$ cat src/rtl/tard_pkg.sv
// ---------------------------------------------------------------------------
// tard_pkg
// Shared types and constants for the tilt detector: controller commands,
// datapath status, rate-hold counter widths and the hold limit reset value.
// ---------------------------------------------------------------------------
package tard_pkg;

  localparam int unsigned HOLD_W  = 9;
  localparam int unsigned LIMIT_W = 8;
  localparam logic [LIMIT_W-1:0] HOLD_LIMIT_RESET = 8'd10;

  typedef struct packed {
    logic capture;
    logic sq_a;
    logic sq_b;
    logic dot;
    logic acc;
    logic prd;
    logic dsq;
    logic finish;
  } cmd_t;

  typedef struct packed {
    logic ref_valid;
    logic out_free;
  } sts_t;

endpackage

$ cat src/rtl/tard_ctrl.sv
// ---------------------------------------------------------------------------
// tard_ctrl
// Sequencer for the tilt detector: steps the datapath through the square,
// dot product, wide product and decision steps of one word; the reference word goes straight to the decision step.
// ---------------------------------------------------------------------------
module tard_ctrl (
  input  logic             clk,
  input  logic             rst_n,
  input  logic             in_valid,
  output logic             in_stall,
  input  tard_pkg::sts_t   sts,
  output tard_pkg::cmd_t   cmd
);

  typedef enum logic [7:0] {
    ST_IDLE = 8'b0000_0001,
    ST_SQA  = 8'b0000_0010,
    ST_SQB  = 8'b0000_0100,
    ST_DOT  = 8'b0000_1000,
    ST_ACC  = 8'b0001_0000,
    ST_PRD  = 8'b0010_0000,
    ST_DSQ  = 8'b0100_0000,
    ST_FIN  = 8'b1000_0000
  } state_t;

  state_t state_r;
  state_t state_nxt;

  always_comb begin
    state_nxt = state_r;
    case (state_r)
      ST_IDLE: begin
        if (in_valid) begin
          state_nxt = sts.ref_valid ? ST_SQA : ST_FIN;
        end
      end
      ST_SQA: state_nxt = ST_SQB;
      ST_SQB: state_nxt = ST_DOT;
      ST_DOT: state_nxt = ST_ACC;
      ST_ACC: state_nxt = ST_PRD;
      ST_PRD: state_nxt = ST_DSQ;
      ST_DSQ: state_nxt = ST_FIN;
      ST_FIN: begin
        if (sts.out_free) begin
          state_nxt = ST_IDLE;
        end
      end
      default: state_nxt = ST_IDLE;
    endcase
  end

  always_ff @(posedge clk) begin
    if (!rst_n) begin
      state_r <= ST_IDLE;
    end else begin
      state_r <= state_nxt;
    end
  end

  assign in_stall = (state_r != ST_IDLE);

  always_comb begin
    cmd         = '0;
    cmd.capture = (state_r == ST_IDLE) && in_valid;
    cmd.sq_a    = (state_r == ST_SQA);
    cmd.sq_b    = (state_r == ST_SQB);
    cmd.dot     = (state_r == ST_DOT);
    cmd.acc     = (state_r == ST_ACC);
    cmd.prd     = (state_r == ST_PRD);
    cmd.dsq     = (state_r == ST_DSQ);
    cmd.finish  = (state_r == ST_FIN) && sts.out_free;
  end

endmodule

$ cat src/rtl/tard_dp.sv
// ---------------------------------------------------------------------------
// tard_dp
// Datapath for the tilt detector: axis unpacking, three signed multiplier
// lanes with an adder, one shared wide multiplier, the 45 degree compare,
// the rate-hold logic and the output register.
// ---------------------------------------------------------------------------
module tard_dp #(
  parameter int unsigned SAMPLE_BITS = 14
) (
  input  logic                          clk,
  input  logic                          rst_n,
  input  tard_pkg::cmd_t                cmd,
  output tard_pkg::sts_t                sts,
  input  logic                          cfg_we,
  input  logic [tard_pkg::LIMIT_W-1:0]  cfg_wdata,
  input  logic [7:0]                    in_x_high_byte,
  input  logic [7:0]                    in_x_low_byte,
  input  logic [7:0]                    in_y_high_byte,
  input  logic [7:0]                    in_y_low_byte,
  input  logic [7:0]                    in_z_high_byte,
  input  logic [7:0]                    in_z_low_byte,
  output logic                          out_valid,
  input  logic                          out_stall,
  output logic signed [SAMPLE_BITS-1:0] out_accel_x,
  output logic signed [SAMPLE_BITS-1:0] out_accel_y,
  output logic signed [SAMPLE_BITS-1:0] out_accel_z,
  output logic                          out_tilted,
  output logic                          out_fast_rate,
  output logic                          out_reference_taken
);

  localparam int unsigned S  = SAMPLE_BITS;
  localparam int unsigned PW = 2 * S;
  localparam int unsigned SW = 2 * S + 2;
  localparam int unsigned LW = 2 * S;
  localparam int unsigned BW = 2 * LW;

  logic [15:0] raw_x, raw_y, raw_z;

  logic signed [S-1:0]  smp_r [3];
  logic signed [S-1:0]  ref_r [3];
  logic signed [PW-1:0] prod_r [3];
  logic signed [S-1:0]  opa [3];
  logic signed [S-1:0]  opb [3];
  logic signed [SW-1:0] sum;

  logic [LW-1:0]        la_r, lb_r;
  logic signed [SW-1:0] dot_r;
  logic [LW-1:0]        big_a, big_b;
  logic [BW-1:0]        big_p;
  logic [BW-1:0]        lab_r, d2_r;
  logic                 tilt;

  logic                          ref_valid_r;
  logic                          fast_r, fast_nxt;
  logic [tard_pkg::HOLD_W-1:0]   hold_r, hold_nxt, hold_inc;
  logic [tard_pkg::LIMIT_W-1:0]  limit_r;
  logic                          fast_set;

  logic                  out_valid_r;
  logic signed [S-1:0]   out_x_r, out_y_r, out_z_r;
  logic                  out_tilt_r, out_fast_r, out_took_r;

  // axis unpacking, low bits below the sample dropped
  assign raw_x = {in_x_high_byte, in_x_low_byte} >> (16 - S);
  assign raw_y = {in_y_high_byte, in_y_low_byte} >> (16 - S);
  assign raw_z = {in_z_high_byte, in_z_low_byte} >> (16 - S);

  always_ff @(posedge clk) begin
    if (cmd.capture) begin
      smp_r[0] <= $signed(raw_x[S-1:0]);
      smp_r[1] <= $signed(raw_y[S-1:0]);
      smp_r[2] <= $signed(raw_z[S-1:0]);
    end
  end

  // multiplier lanes
  for (genvar i = 0; i < 3; i++) begin : g_lane
    assign opa[i] = cmd.sq_b ? ref_r[i] : smp_r[i];
    assign opb[i] = cmd.sq_a ? smp_r[i] : ref_r[i];

    always_ff @(posedge clk) begin
      if (cmd.sq_a || cmd.sq_b || cmd.dot) begin
        prod_r[i] <= opa[i] * opb[i];
      end
    end
  end

  assign sum = SW'(prod_r[0]) + SW'(prod_r[1]) + SW'(prod_r[2]);

  always_ff @(posedge clk) begin
    if (cmd.sq_b) begin
      la_r <= sum[LW-1:0];
    end
    if (cmd.dot) begin
      lb_r <= sum[LW-1:0];
    end
    if (cmd.acc) begin
      dot_r <= sum;
    end
  end

  // shared wide multiplier: |a|^2 * |b|^2, then dot^2
  assign big_a = cmd.prd ? la_r : dot_r[LW-1:0];
  assign big_b = cmd.prd ? lb_r : dot_r[LW-1:0];
  assign big_p = BW'(big_a) * BW'(big_b);

  always_ff @(posedge clk) begin
    if (cmd.prd) begin
      lab_r <= big_p;
    end
    if (cmd.dsq) begin
      d2_r <= big_p;
    end
  end

  assign tilt = (la_r != '0) && (lb_r != '0) &&
                (dot_r[SW-1] || (dot_r == '0) || ({d2_r, 1'b0} <= {1'b0, lab_r}));

  // rate-hold logic
  assign fast_set = fast_r || tilt;
  assign hold_inc = fast_set ? hold_r + 1'b1 : hold_r;

  always_comb begin
    fast_nxt = fast_set;
    hold_nxt = hold_inc;
    if (hold_inc > tard_pkg::HOLD_W'(limit_r)) begin
      fast_nxt = 1'b0;
      hold_nxt = '0;
    end
  end

  always_ff @(posedge clk) begin
    if (!rst_n) begin
      ref_valid_r <= 1'b0;
      fast_r      <= 1'b0;
      hold_r      <= '0;
      limit_r     <= tard_pkg::HOLD_LIMIT_RESET;
      ref_r[0]    <= '0;
      ref_r[1]    <= '0;
      ref_r[2]    <= '0;
    end else begin
      if (cfg_we) begin
        limit_r <= cfg_wdata;
      end
      if (cmd.finish) begin
        if (!ref_valid_r) begin
          ref_valid_r <= 1'b1;
          ref_r[0]    <= smp_r[0];
          ref_r[1]    <= smp_r[1];
          ref_r[2]    <= smp_r[2];
        end else begin
          fast_r <= fast_nxt;
          hold_r <= hold_nxt;
        end
      end
    end
  end

  // output register
  always_ff @(posedge clk) begin
    if (!rst_n) begin
      out_valid_r <= 1'b0;
    end else if (cmd.finish) begin
      out_valid_r <= 1'b1;
    end else if (!out_stall) begin
      out_valid_r <= 1'b0;
    end
  end

  always_ff @(posedge clk) begin
    if (cmd.finish) begin
      out_x_r    <= smp_r[0];
      out_y_r    <= smp_r[1];
      out_z_r    <= smp_r[2];
      out_took_r <= !ref_valid_r;
      out_tilt_r <= ref_valid_r && tilt;
      out_fast_r <= ref_valid_r ? fast_nxt : fast_r;
    end
  end

  assign sts.ref_valid = ref_valid_r;
  assign sts.out_free  = !out_valid_r || !out_stall;

  assign out_valid           = out_valid_r;
  assign out_accel_x         = out_x_r;
  assign out_accel_y         = out_y_r;
  assign out_accel_z         = out_z_r;
  assign out_tilted          = out_tilt_r;
  assign out_fast_rate       = out_fast_r;
  assign out_reference_taken = out_took_r;

endmodule

$ cat src/rtl/tilt_adaptive_rate_detector.sv
// ---------------------------------------------------------------------------
// tilt_adaptive_rate_detector
// Accelerometer tilt detector with fast/slow sampling rate selection.
//
// Input channel (in_valid / in_stall): one word of six raw axis register
// bytes. Output channel (out_valid / out_stall): signed axes, the tilt flag,
// the rate selection and a flag for the word that became the reference.
// Configuration: cfg_we writes cfg_wdata into the hold limit (reset 10).
//
// The first word after reset is stored as the reference and goes straight
// to the final step, where its result is registered. Every later word runs
// through the sequencer: squares, dot product, two wide products and the
// decision, with its result registered in the final step. One word is in
// work at a time, as the three multiplier lanes and the single shared wide
// multiplier are reused by its steps; the next word waits until it ends.
// A finished result sits in the output register while the next word is
// accepted; if the receiver still stalls when the next result is ready, the
// sequencer holds in its last step until the register frees.
// Synchronous active-low reset clears the reference, the rate mode, the
// hold counter and the output valid.
// ---------------------------------------------------------------------------
module tilt_adaptive_rate_detector #(
  parameter int unsigned SAMPLE_BITS = 14
) (
  input  logic                          clk,
  input  logic                          rst_n,
  input  logic                          cfg_we,
  input  logic [7:0]                    cfg_wdata,
  input  logic                          in_valid,
  output logic                          in_stall,
  input  logic [7:0]                    in_x_high_byte,
  input  logic [7:0]                    in_x_low_byte,
  input  logic [7:0]                    in_y_high_byte,
  input  logic [7:0]                    in_y_low_byte,
  input  logic [7:0]                    in_z_high_byte,
  input  logic [7:0]                    in_z_low_byte,
  output logic                          out_valid,
  input  logic                          out_stall,
  output logic signed [SAMPLE_BITS-1:0] out_accel_x,
  output logic signed [SAMPLE_BITS-1:0] out_accel_y,
  output logic signed [SAMPLE_BITS-1:0] out_accel_z,
  output logic                          out_tilted,
  output logic                          out_fast_rate,
  output logic                          out_reference_taken
);

  tard_pkg::cmd_t cmd;
  tard_pkg::sts_t sts;

  tard_ctrl u_ctrl (
    .clk      (clk),
    .rst_n    (rst_n),
    .in_valid (in_valid),
    .in_stall (in_stall),
    .sts      (sts),
    .cmd      (cmd)
  );

  tard_dp #(
    .SAMPLE_BITS (SAMPLE_BITS)
  ) u_dp (
    .clk                 (clk),
    .rst_n               (rst_n),
    .cmd                 (cmd),
    .sts                 (sts),
    .cfg_we              (cfg_we),
    .cfg_wdata           (cfg_wdata),
    .in_x_high_byte      (in_x_high_byte),
    .in_x_low_byte       (in_x_low_byte),
    .in_y_high_byte      (in_y_high_byte),
    .in_y_low_byte       (in_y_low_byte),
    .in_z_high_byte      (in_z_high_byte),
    .in_z_low_byte       (in_z_low_byte),
    .out_valid           (out_valid),
    .out_stall           (out_stall),
    .out_accel_x         (out_accel_x),
    .out_accel_y         (out_accel_y),
    .out_accel_z         (out_accel_z),
    .out_tilted          (out_tilted),
    .out_fast_rate       (out_fast_rate),
    .out_reference_taken (out_reference_taken)
  );

endmodule

$ cat config.mk
export PLATFORM = sky130hd
export DESIGN_NAME = tilt_adaptive_rate_detector
export DESIGN_NICKNAME = d
export VERILOG_FILES = /design/src/rtl/tard_pkg.sv /design/src/rtl/tard_ctrl.sv /design/src/rtl/tard_dp.sv /design/src/rtl/tilt_adaptive_rate_detector.sv
export SDC_FILE = /design/constraint.sdc
export NUM_CORES = 2
export LEC_CHECK = 0
export ABC_AREA = 1
export BUFFER_PORTS_ARGS = -buffer_cell sky130_fd_sc_hd__buf_4
export CAP_MARGIN = 25
export CORE_ASPECT_RATIO = 1.75
export CORE_UTILIZATION = 60
export DETAILED_ROUTE_END_ITERATION = 7
export PLACE_DENSITY_LB_ADDON = 0.1
export SKIP_CTS_REPAIR_TIMING = 1
export SLEW_MARGIN = 10
export SYNTH_ARGS = -nofsm -noshare
export SYNTH_HDL_FRONTEND = slang
export SYNTH_SLANG_ARGS = --single-unit
$ cat constraint.sdc
create_clock -name clk -period 10.5 [get_ports clk]
set_clock_uncertainty 0.2 [all_clocks]
set_input_delay 0.525 -clock clk [delete_from_list [all_inputs] [get_ports clk]]
set_output_delay 0.525 -clock clk [all_outputs]
set_load 0.005 [all_outputs]
==> results by group <==
Status
  – Outcome: finished, violations left
  – Failing checks: hold timing

Clock network
  – Clk_lat worst skew: slightly below 0.7 ns
  – H-tree levels: 2
  – Clock buffer depth: 3
  – CTS clk-pin slew, worst paths: around 0.060 ns
  – CTS tree: built
  – CTS sink count: ~440
  – Total CTS buffers: 46
  – Root Driver: clkbuf_16

Yosys
  – Avg Cell Area, Syn: slightly above 9 um2
  – Top cell type's share of synthesized area: between 30 and 40%
  – Post-synthesis simple-gate area fraction: about an eighth
  – Synth top area cells: fa_1, edfxtp_1, inv_1
  – Yosys Warn Count: 0
  – Synthesized flop and latch total: 439
  – Syn nets: 9079
  – Synth Area in Adders: 47.93%
  – Synth Flop Type: edfxtp_1
  – EDFF count, synth: 411
  – Yosys cell types: between 60 and 70
  – Async set or reset register ratio after synthesis: 0%
  – Mapped Cells: roughly 7200
  – Top-count cell post-synth: inv_1
  – Dominant cell type by area after synthesis: fa_1
  – Synth Area in Compound Gates: ~5.4%
  – Main combinational cell family by area after synthesis: adder cells
  – Post-synthesis sequential area ratio: between 10% and 20%
  – Post-synthesis xor/xnor area fraction: approximately 2.4%
  – Mux contribution to synthesized area: 0%
  – Most frequent cells after synthesis: inv_1, fa_1, nand2_1, nor2_1, ha_1
  – Mapped Area: 0.06693 mm2

Detailed routing
  – ANT nets after route: 0
  – Avg Vias per Cell: roughly 5.6
  – DR DRC count: 0
  – 1st-pass router iterations: 6
  – Drt wl/cell: 23.05 um
  – Iteration-0 DRC Markers: ~3000
  – Total Wirelength: about 200000 um
  – Via count: just under 50000

Critical path
  – R2R cell count: 33
  – CP Launch Type: flop
  – Worst path max stage delay: around 0.6 ns
  – Crit path kind: reg -> reg
  – Worst EP arrival: 9.56 ns
  – Crit end category: flop
  – CP max stage cell: fa_1
  – CP Data Required Time: about 11 ns
  – CP most frequent cell: fa_1
  – Critical-path maximum fanout: 29

Timing
  – Tmin final: slightly above 9 ns
  – Setup violators final: 0
  – Fin crit share: between 80% and 90%
  – RSZ-0062 raised after global routing: false
  – Worst-Margin Slew: approximately 1.1 ns
  – Final setup TNS: 0 ns
  – Slew Limit Headroom: 28.97%
  – Max Slew Vio Count: 0
  – Peak Freq: about 0.11 GHz
  – Worst hold slack: -0.02357 ns
  – Fin. Hold Viols: 3

Global routing
  – Number of global-route vias before repair: around 54000
  – First-pass GRT wire length: between 300000 and 400000 um
  – Initial antenna violation count: 2
  – Global-route track usage on met3: under 10%
  – Pin count of the biggest net entering global routing: 62
  – Met2 usage: ~70%
  – GRT Max-Usage Layer: met2
  – Total GRT Usage: around 38%
  – Grt met1 use: between 30% and 40%
  – Total grt overflow: 0

Final layout
  – Filler cells: between 9000 and 10000
  – Share of layout cells above drive strength 1: 7.479%
  – FF+latch area: 0.01290 mm2
  – Total Nets Final: slightly above 9000
  – Area Overhead vs Synth: 7.188%
  – Multi-input logic area: between 0.04 and 0.05 mm2
  – Util after Layout: approximately 65%
  – Non-filler cells, final: 8862

Floorplanning
  – Core Box Area: ~0.11 mm2
  – Die Y: approximately 440 um
  – Die Wd: between 200 and 300 um
  – Top-level I/O count: around 110
  – Die footprint: 0.1129 mm2
  – Initial core utilization: between 60% and 70%
  – FP Rows: ~160

Run
  – Max Cap Viol: 0

Place
  – Final HPWL DP: 169100 um
  – Global placement routability congestion: about 1.0
  – Placed Cells: between 8000 and 9000
  – Port bufs: slightly above 100

Min path
  – Worst Hold Class: in -> reg
  – Hold-critical path depth: 3

Pwr
  – Leak Pwr: 35.15 nW
  – VDD IR max: about 0.48 mV
  – Pwr dens: approximately 230 mW/mm2
  – Total Power: 16.77 mW
critical path, delay by kind of cell, from the launching register on:
family | cells | cell delay (ns)
buf+inv | 8 | 1.24
flops | 1 | 0.33
fa+ha+maj | 8 | 4.08
simple gates | 10 | 1.53
compound gates | 7 | 1.62
logic make-up after synthesis:
| logic type | Yosys count |
|---|---|
| AND/OR/NAND/NOR | 2245 |
| buffers and inverters | 2006 |
| adder cells (fa/ha/maj) | 1791 |
| AO/OA/AOI/OAI | 560 |
| flip-flops | 439 |
| XOR/XNOR | 186 |
area by class of cell:
type                       instances  share of cell area (%)
clock buffer                      50                   1.655
timing repair buffer             278                   3.150
multi-input combinational       4782                   64.60
antenna                            1                0.003488
sequential                       439                   17.98
clock inverter                    34                  0.5703
inverter                        1811                   9.475
tap                             1467                   2.558
path summary, 6_finish.rpt:
path	from	end	slack, ns
min	cfg_wdata[5]	u_dp.limit_r[5]$_SDFFE_PN0P_	-0.02
max reg2reg	u_ctrl.state_r[7]$_SDFFE_PN0P_	u_dp.lab_r[52]$_DFFE_PN_	1.15
min reg2reg	u_dp.limit_r[7]$_SDFFE_PN0P_	u_dp.limit_r[7]$_SDFFE_PN0P_	0.27
max	u_ctrl.state_r[7]$_SDFFE_PN0P_	u_dp.lab_r[52]$_DFFE_PN_	1.15
routing by layer:
layer | part of all wire, % | wire [um]
met1 | 30 | 61610
met3 | 5.5 | 11300
met4 | 12 | 24010
met5 | 0.0064 | 13
met2 | 53 | 107300
through the flow:
| stage | area, um2 | setup WS, ns |
|---|---|---|
| 2_1_floorplan | 66930 | 2.509 |
| 3_3_place_gp | 69590 | 1.408 |
| 3_5_place_dp | 69630 | 1.351 |
| 4_1_cts | 71220 | 1.328 |
| 5_1_grt | 71750 | 0.7791 |
| 6_report | 71750 | 1.154 |
state kept, by name, indices dropped and copies added (netlist names):
name                      cells
u_dp.prod_r                  84
u_dp.out_fast_rate            1
u_dp.out_valid                1
u_dp.limit_r                  8
u_dp.dot_r                   30
u_dp.lab_r                   56
u_dp.out_accel_z             14
u_dp.out_accel_y             14
u_dp.smp_r                   42
u_dp.la_r                    28
u_ctrl.state_r                8
u_dp.out_reference_taken      1
u_dp.d2_r                    56
u_dp.fast_r                   1
u_dp.out_accel_x             14
u_dp.hold_r                   9
u_dp.ref_valid_r              1
u_dp.out_tilted               1
u_dp.lb_r                    28
u_dp.ref_r                   42
layout by cell type (no fill, tap or decap), types with 47 or more instances in the layout:
cell           count
edfxtp_1         411
o21ai_2           68
a21oi_1          188
dlygate4sd3_1     51
fa_1            1288
clkbuf_16         47
xnor2_1           64
xor2_1           122
inv_2             87
inv_1           1722
nand2_1         1211
o21ai_1           57
nand3_1           61
buf_4            224
o21ai_0           99
nor2_1           834
ha_1             503
power breakdown:
part	total, mW	switching, mW	internal [mW]	leakage, nW
Combinational	12.3	7.56	4.78	30.4
Sequential	2.66	0.0416	2.62	4.01
Clock	1.77	0.786	0.985	0.770
Power figures use the tool's default switching activity.
